===== src/hdl/stb_pkg.sv =====
// Shared package for the software timer bank: function and mode codes,
// field widths and the request wave passed along the row of timer cells.
// No dependencies.
`default_nettype none

package stb_pkg;

	localparam int KEY_WIDTH   = 8;
	localparam int COUNT_WIDTH = 16;
	localparam int STEP_WIDTH  = 8;
	localparam int MASK_WIDTH  = 16;
	localparam int SLOT_WIDTH  = 4;
	localparam int IDX_W       = 6;   // holds a cell index for up to 64 slots
	localparam int SLOTS_DEF   = 16;

	// request codes
	localparam logic [1:0] FUNC_ARM  = 2'd0;
	localparam logic [1:0] FUNC_STOP = 2'd1;
	localparam logic [1:0] FUNC_TICK = 2'd2;

	// timer modes; idle marks a slot that ticks skip
	localparam logic [1:0] MODE_CSET = 2'd0;
	localparam logic [1:0] MODE_ONCE = 2'd1;
	localparam logic [1:0] MODE_TOG  = 2'd2;
	localparam logic [1:0] MODE_IDLE = 2'd3;

	// one request walking the cell row, one cell per cycle
	typedef struct packed {
		logic                   valid;
		logic [1:0]             func;
		logic [KEY_WIDTH-1:0]   key;
		logic [COUNT_WIDTH-1:0] period;
		logic [1:0]             mode;
		logic [STEP_WIDTH-1:0]  step;
		logic                   hit;
		logic [IDX_W-1:0]       idx;
	} wave_t;

endpackage

`default_nettype wire


===== src/hdl/stb_cell.sv =====
// One timer slot of the bank: key, reload, count, mode and flag.
// Acts on the request wave as it passes and hands it to the next cell.
// Depends on stb_pkg.
`default_nettype none

module stb_cell #(
	parameter int IDX = 0
) (
	input  wire logic          clk,
	input  wire logic          arst_n,
	input  stb_pkg::wave_t     wave_in,
	output stb_pkg::wave_t     wave_out,
	output logic               flag,
	output logic               fired
);
	import stb_pkg::*;

	localparam logic [IDX_W-1:0] IDX_V = IDX_W'(IDX);

	logic                   used_q;
	logic                   kvalid_q;
	logic [KEY_WIDTH-1:0]   key_q;
	logic [COUNT_WIDTH-1:0] reload_q;
	logic [COUNT_WIDTH-1:0] count_q;
	logic [1:0]             mode_q;
	logic                   flag_q;
	logic                   fired_q;
	wave_t                  wave_q;

	logic                   match;
	logic                   arm_take;
	logic                   stop_take;
	logic                   tick_live;
	logic                   tick_fire;
	logic [COUNT_WIDTH-1:0] step_ext;
	wave_t                  wave_next;

	// decide what this cell does with the passing request
	always_comb begin
		match     = kvalid_q && (key_q == wave_in.key);
		step_ext  = COUNT_WIDTH'(wave_in.step);
		arm_take  = wave_in.valid && (wave_in.func == FUNC_ARM) && !wave_in.hit &&
			(match || !used_q);
		stop_take = wave_in.valid && (wave_in.func == FUNC_STOP) && !wave_in.hit && match;
		tick_live = wave_in.valid && (wave_in.func == FUNC_TICK) && used_q &&
			(mode_q != MODE_IDLE);
		tick_fire = tick_live && (count_q < step_ext);
		// mark the wave once this cell takes the request
		wave_next = wave_in;
		if (arm_take || stop_take) begin
			wave_next.hit = 1'b1;
			wave_next.idx = IDX_V;
		end
	end

	// control state, count, flag and the forwarded wave
	always_ff @(posedge clk or negedge arst_n) begin
		if (!arst_n) begin
			used_q   <= 1'b0;
			kvalid_q <= 1'b0;
			count_q  <= '0;
			flag_q   <= 1'b0;
			fired_q  <= 1'b0;
			wave_q   <= '0;
		end else begin
			wave_q <= wave_next;
			if (wave_in.valid) begin
				fired_q <= tick_fire;
			end
			if (arm_take) begin
				used_q   <= 1'b1;
				kvalid_q <= 1'b1;
				if (wave_in.mode == MODE_ONCE) begin
					count_q <= wave_in.period;
				end
			end
			if (stop_take) begin
				kvalid_q <= 1'b0;
			end
			// advance the countdown, or expire and reload (a one-shot clears instead)
			if (tick_live) begin
				if (!tick_fire) begin
					count_q <= count_q - step_ext;
				end else begin
					case (mode_q)
						MODE_CSET: begin
							count_q <= reload_q;
							flag_q  <= 1'b1;
						end
						MODE_ONCE: begin
							count_q <= '0;
							flag_q  <= 1'b1;
						end
						default: begin
							count_q <= reload_q;
							flag_q  <= ~flag_q;
						end
					endcase
				end
			end
		end
	end

	// slot payload, written on arm and stop, idled on one-shot expiry
	always_ff @(posedge clk) begin
		if (arm_take) begin
			key_q    <= wave_in.key;
			reload_q <= wave_in.period;
			mode_q   <= wave_in.mode;
		end else if (stop_take || (tick_fire && (mode_q == MODE_ONCE))) begin
			mode_q <= MODE_IDLE;
		end
	end

	assign wave_out = wave_q;
	assign flag     = flag_q;
	assign fired    = fired_q;

endmodule

`default_nettype wire


===== src/hdl/multi_slot_software_timer_bank.sv =====
// Top level of the keyed software timer bank: request launch, the row of
// timer cells and the result register. Depends on stb_pkg and stb_cell.
//
//   channel   handshake        payload
//   request   start / busy     func, key, period, mode, tick_step
//   result    done (strobe)    status, slot, fired_mask, flag_mask
//
// The done strobe rises once the request has left the last cell and the result
// register has taken it; the next request can be taken in the done cycle, so the
// bank takes no new request before the last one is through the cell row, which
// the request walks one slot per cycle.
// busy is high from the accepting edge until the cycle done is shown; start
// may be raised again in the done cycle.
// Reset clears all slots at once; no clearing pass is needed.
// Each result stands for one cycle; the receiver cannot stall it.
`default_nettype none

module multi_slot_software_timer_bank #(
	parameter int SLOTS = stb_pkg::SLOTS_DEF
) (
	input  wire logic                             clk,
	input  wire logic                             arst_n,
	input  wire logic                             start,
	output logic                                  busy,
	input  wire logic [1:0]                       func,
	input  wire logic [stb_pkg::KEY_WIDTH-1:0]    key,
	input  wire logic [stb_pkg::COUNT_WIDTH-1:0]  period,
	input  wire logic [1:0]                       mode,
	input  wire logic [stb_pkg::STEP_WIDTH-1:0]   tick_step,
	output logic                                  done,
	output logic                                  status,
	output logic [stb_pkg::SLOT_WIDTH-1:0]        slot,
	output logic [stb_pkg::MASK_WIDTH-1:0]        fired_mask,
	output logic [stb_pkg::MASK_WIDTH-1:0]        flag_mask
);
	import stb_pkg::*;

	wave_t                 launch_q;
	wave_t                 chain [SLOTS+1];
	wave_t                 last;
	logic [SLOTS:0]        wave_valid;
	logic [SLOTS-1:0]      flags;
	logic [SLOTS-1:0]      fires;
	logic [MASK_WIDTH-1:0] flag16;
	logic [MASK_WIDTH-1:0] fired16;
	logic                  accept;
	logic                  busy_q;
	logic                  done_q;
	logic                  status_q;
	logic [SLOT_WIDTH-1:0] slot_q;
	logic [MASK_WIDTH-1:0] fired_mask_q;
	logic [MASK_WIDTH-1:0] flag_mask_q;

	assign accept = start && !busy_q;

	// launch the request wave on a transfer
	always_ff @(posedge clk or negedge arst_n) begin
		if (!arst_n) begin
			launch_q <= '0;
		end else begin
			launch_q.valid  <= accept;
			launch_q.func   <= func;
			launch_q.key    <= key;
			launch_q.period <= period;
			launch_q.mode   <= mode;
			launch_q.step   <= tick_step;
			launch_q.hit    <= 1'b0;
			launch_q.idx    <= '0;
		end
	end

	assign chain[0] = launch_q;

	// row of timer cells
	for (genvar i = 0; i < SLOTS; i++) begin : g_cell
		stb_cell #(
			.IDX(i)
		) u_cell (
			.clk     (clk),
			.arst_n  (arst_n),
			.wave_in (chain[i]),
			.wave_out(chain[i+1]),
			.flag    (flags[i]),
			.fired   (fires[i])
		);
	end

	for (genvar i = 0; i <= SLOTS; i++) begin : g_valid
		assign wave_valid[i] = chain[i].valid;
	end

	// fit the per-slot bits into the mask fields
	for (genvar b = 0; b < MASK_WIDTH; b++) begin : g_mask
		if (b < SLOTS) begin : g_have
			assign flag16[b]  = flags[b];
			assign fired16[b] = fires[b];
		end else begin : g_none
			assign flag16[b]  = 1'b0;
			assign fired16[b] = 1'b0;
		end
	end

	assign last = chain[SLOTS];

	// hold busy and register the result when the wave leaves the row
	always_ff @(posedge clk or negedge arst_n) begin
		if (!arst_n) begin
			busy_q <= 1'b0;
			done_q <= 1'b0;
		end else begin
			done_q <= last.valid;
			if (accept) begin
				busy_q <= 1'b1;
			end else if (last.valid) begin
				busy_q <= 1'b0;
			end
		end
	end

	always_ff @(posedge clk) begin
		if (last.valid) begin
			status_q     <= ((last.func == FUNC_ARM) || (last.func == FUNC_STOP)) && !last.hit;
			slot_q       <= last.hit ? last.idx[SLOT_WIDTH-1:0] : '0;
			fired_mask_q <= (last.func == FUNC_TICK) ? fired16 : '0;
			flag_mask_q  <= flag16;
		end
	end

	assign busy       = busy_q;
	assign done       = done_q;
	assign status     = status_q;
	assign slot       = slot_q;
	assign fired_mask = fired_mask_q;
	assign flag_mask  = flag_mask_q;

	// at most one request in flight anywhere in the row
	a_one_wave: assert property (@(posedge clk) disable iff (!arst_n)
		$onehot0(wave_valid))
		else $error("more than one request wave in the cell row");

	// a transfer makes the block busy
	a_busy_after_start: assert property (@(posedge clk) disable iff (!arst_n)
		accept |=> busy_q)
		else $error("busy not raised after a transfer");

	// the result frees the block
	a_done_frees: assert property (@(posedge clk) disable iff (!arst_n)
		done_q |-> !busy_q)
		else $error("busy still high with the result strobe");

	// a result only follows a wave leaving the last cell
	a_done_source: assert property (@(posedge clk) disable iff (!arst_n)
		done_q |-> $past(last.valid))
		else $error("result strobe without a finished request");

endmodule

`default_nettype wire

===== config.mk =====
export PLATFORM = sky130hd
export DESIGN_NAME = multi_slot_software_timer_bank
export DESIGN_NICKNAME = d
export VERILOG_FILES = /design/src/hdl/stb_pkg.sv /design/src/hdl/stb_cell.sv /design/src/hdl/multi_slot_software_timer_bank.sv
export SDC_FILE = /design/constraint.sdc
export NUM_CORES = 2
export LEC_CHECK = 0
export CORE_AREA = 8 8 314 316
export DETAILED_ROUTE_END_ITERATION = 8
export DIE_AREA = 0 0 322 324
export DONT_BUFFER_PORTS = 1
export HOLD_SLACK_MARGIN = 0.15
export PLACE_DENSITY = 0.82
export SYNTH_ARGS = -nofsm -noshare
export SYNTH_HDL_FRONTEND = slang
export SYNTH_SLANG_ARGS = --single-unit

===== constraint.sdc =====
create_clock -name clk -period 3.1 [get_ports clk]
set_input_delay 0.62 -clock clk [delete_from_list [all_inputs] [get_ports clk]]
set_output_delay 0.62 -clock clk [all_outputs]
set_load 0.005 [all_outputs]

==> flow_summary.ini <==
[outcome]
status = finished, violations left
violations = negative hold slack

[placed_design]
place.detailed.hpwl_mm = 85.2
port_buffers = 0
gp_congestion = 0.909

[synth]
yosys-top-cells-count = 982 x dfrtp_1, 453 x edfxtp_1, 340 x nand2_1
synth_edf_count = 453
syn_area_um2 = 58600
synth_area_leaders = dfrtp_1 42%, edfxtp_1 23%, ha_1 2.7%
ys_async_sr_fraction = 0.684
avgSynthCellArea_um2 = 12.6
synth.most_common_cell = dfrtp_1
yosysWarnings = 0
synthDistinctLibCells = 92
synth-seq-cells = 1435
yosys_most_used_dff = dfrtp_1
synth_nets = 4822
synthCells = 4639
ys_seq_area_frac = 0.652
yosysTopAreaCellShare = 0.420
synth_top_cell_by_area = dfrtp_1

[global_routing]
grt_max_degree = 983
grt_use_total = 0.254
grt_pass1_wl_mm = 212
antenna_found_initial = 3
grt_pass1_vias = 39000
grt_overflow = 0

[timing]
setup_tns_ns = 0
skew_ns = 0.0334
holdWs_ns = -0.434
worst_pin_slew_ns = 1.12
final_max_slew_viol_count = 0
finalSetupViolCount = 0
rsz0062_at_grt = false
period_needed_ns = 2.97
finalCritPeriodShare = 0.958
slew_headroom = 0.256
clock.fmax_mhz = 337
hold_violations = 46

[power_and_ir_drop]
ir_drop_mv = 0.649
p_leak_nw = 28.7
cellPowerDensity_nw_per_um2 = 668

[die]
chipHeight_um = 324
die_w_um = 322
num_rows = 113
num_io_pins = 78
core_area_um2 = 93900
start_util = 0.624
die_area_um2 = 104000

[run]
max_cap_viol_count = 0

[final_layout]
seqCellArea_um2 = 38200
area_growth_pct = 12.1
drive_above_1_share = 0.0916
multi_input_area_um2 = 19000
final_nets = 4955
final.fill_count = 6067

[clocking]
clkSlewWorstSetupHoldPaths_ns = 0.06
clockBufferDepth = 3
cts_tree = yes
postCtsHoldBufs = 37
htree_levels = 4
clkSinkCount = 1435
cts_buffers = 142
clk_latency_ns = 0.76
cts_root_buf = clkbuf_16

[route]
viasPerCell = 6.21
routed_wl_mm = 133
firstDrtPassIters = 6
ant_nets = 0
drtIter0Drc = 3529
drcViolationCount = 0
wl_per_cell_um = 21.6
num_vias = 38200

[worst_setup_path]
critPathLaunchType = register
path_class = register to register
cp-end-kind = register
worst-endpoint-arrival_ns = 3.60
critPathMaxFanout = 3
required_ns = 3.73

[hold_path]
holdCritPathClass = input port to async pin
## sequential cells by signal (all words and copies together), names as in the netlist
register,flops
g_cell.u_cell.count_q,256
g_cell.u_cell.used_q,16
g_cell.u_cell.mode_q,32
status,1
g_cell.u_cell.reload_q,256
chain,37
g_cell.u_cell.fired,16
g_cell.u_cell.flag,16
slot,4
fired_mask,16
g_cell.u_cell.key_q,128
flag_mask,16
g_cell.u_cell.wave_out,623
done,1
g_cell.u_cell.kvalid_q,16
busy,1
## cell type report
type                    instances  area share
flip-flops and latches       1435       0.581
multi-input cells            2838       0.290
clock buffers                 200      0.0621
well taps                    1265      0.0241
repair buffers                138      0.0206
inverters                     217      0.0124
clock inverters                64     0.00979
diodes                          2   0.0000762
## critical path, cell delays in order, from the launching register on
cell	delay, ns
dfrtp_1	0.41
inv_1	0.07
ha_1	0.30
nor2b_1	0.19
o2111ai_1	0.33
nand3b_1	0.18
a311oi_1	0.41
or3b_2	0.49
xnor2_1	0.14
a221o_1	0.32
## layer usage
layer	GRT usage	up-vias	part of all wire	wire length [µm]
li1	-	17200	-	-
met1	0.321	19200	0.39	51800
met2	0.436	1460	0.51	67700
met3	0.0402	396	0.059	7820
met4	0.110	2	0.044	5800
met5	0	-	0.000098	13
## path summary, 6_finish.rpt
path	start	end	cells past startpoint	slack, ns
setup / recovery	chain[712]	g_cell[0].u_cell.count_q[13]	9	0.13
hold / removal	arst_n	g_cell[14].u_cell.wave_out[21]	0	-0.43
setup reg to reg	chain[712]	g_cell[0].u_cell.count_q[13]	9	0.13
hold reg to reg	g_cell[4].u_cell.wave_out[9]	g_cell[5].u_cell.wave_out[9]	0	0.37
max in group asynchronous	arst_n	g_cell[5].u_cell.wave_out[26]	3	0.64
min in group clk	g_cell[4].u_cell.wave_out[9]	g_cell[5].u_cell.wave_out[9]	0	0.37
## layout by cell type, fill, tap and decap left out, drive strengths merged, types with 101 or more instances in the layout
master and count:
a21oi 224, buf 101, o21ai 190, inv 227, ha 128, nand2b 103
nor3 105, xor2 145, dfrtp 982, edfxtp 453, clkbuf 200, a31oi 107
mux2i 145, nand2 340, nor2 251
## power by group
part | total (mW) | switching [mW] | internal (mW)
Combinational | 5.10 | 2.93 | 2.17
Sequential | 21.5 | 0.956 | 20.5
Clock | 17.3 | 7.35 | 9.94
## kinds of logic (layout without fill, tap and decap cells)
group,count (synthesis),after routing,synth area share
XOR/XNOR,202,202,0.0302
adder cells (fa/ha/maj),144,144,0.0328
flip-flops,1435,1435,0.652
other,0,2,0
buffers and inverters,366,619,0.0241
AO/OA/AOI/OAI,1043,1043,0.120
AND/OR/NAND/NOR,1290,1290,0.113
multiplexers,159,159,0.0275
## metrics by stage
stage / power (mW) / utilization / worst slack (ns) / instances / cell area (µm²)
2_1_floorplan: 25.2 / - / 0.352 / 4639 / 58600
6_report: 43.9 / 0.700 / 0.130 / 6159 / 65700
4_1_cts: 43.7 / 0.698 / 0.0912 / 6149 / 65500
3_3_place_gp: 26.2 / 0.644 / 0.228 / 5848 / 60400
3_5_place_dp: 26.4 / 0.644 / 0.115 / 5848 / 60400
5_1_grt: 45.5 / 0.700 / 0.00379 / 6158 / 65700
## timing repair
item	CTS	global route
resized for setup	0	3
buffers inserted	0	3
endpoints found under the setup margin	0	20
endpoints found under the hold margin	1020	196
Power figures use the tool's default switching activity.
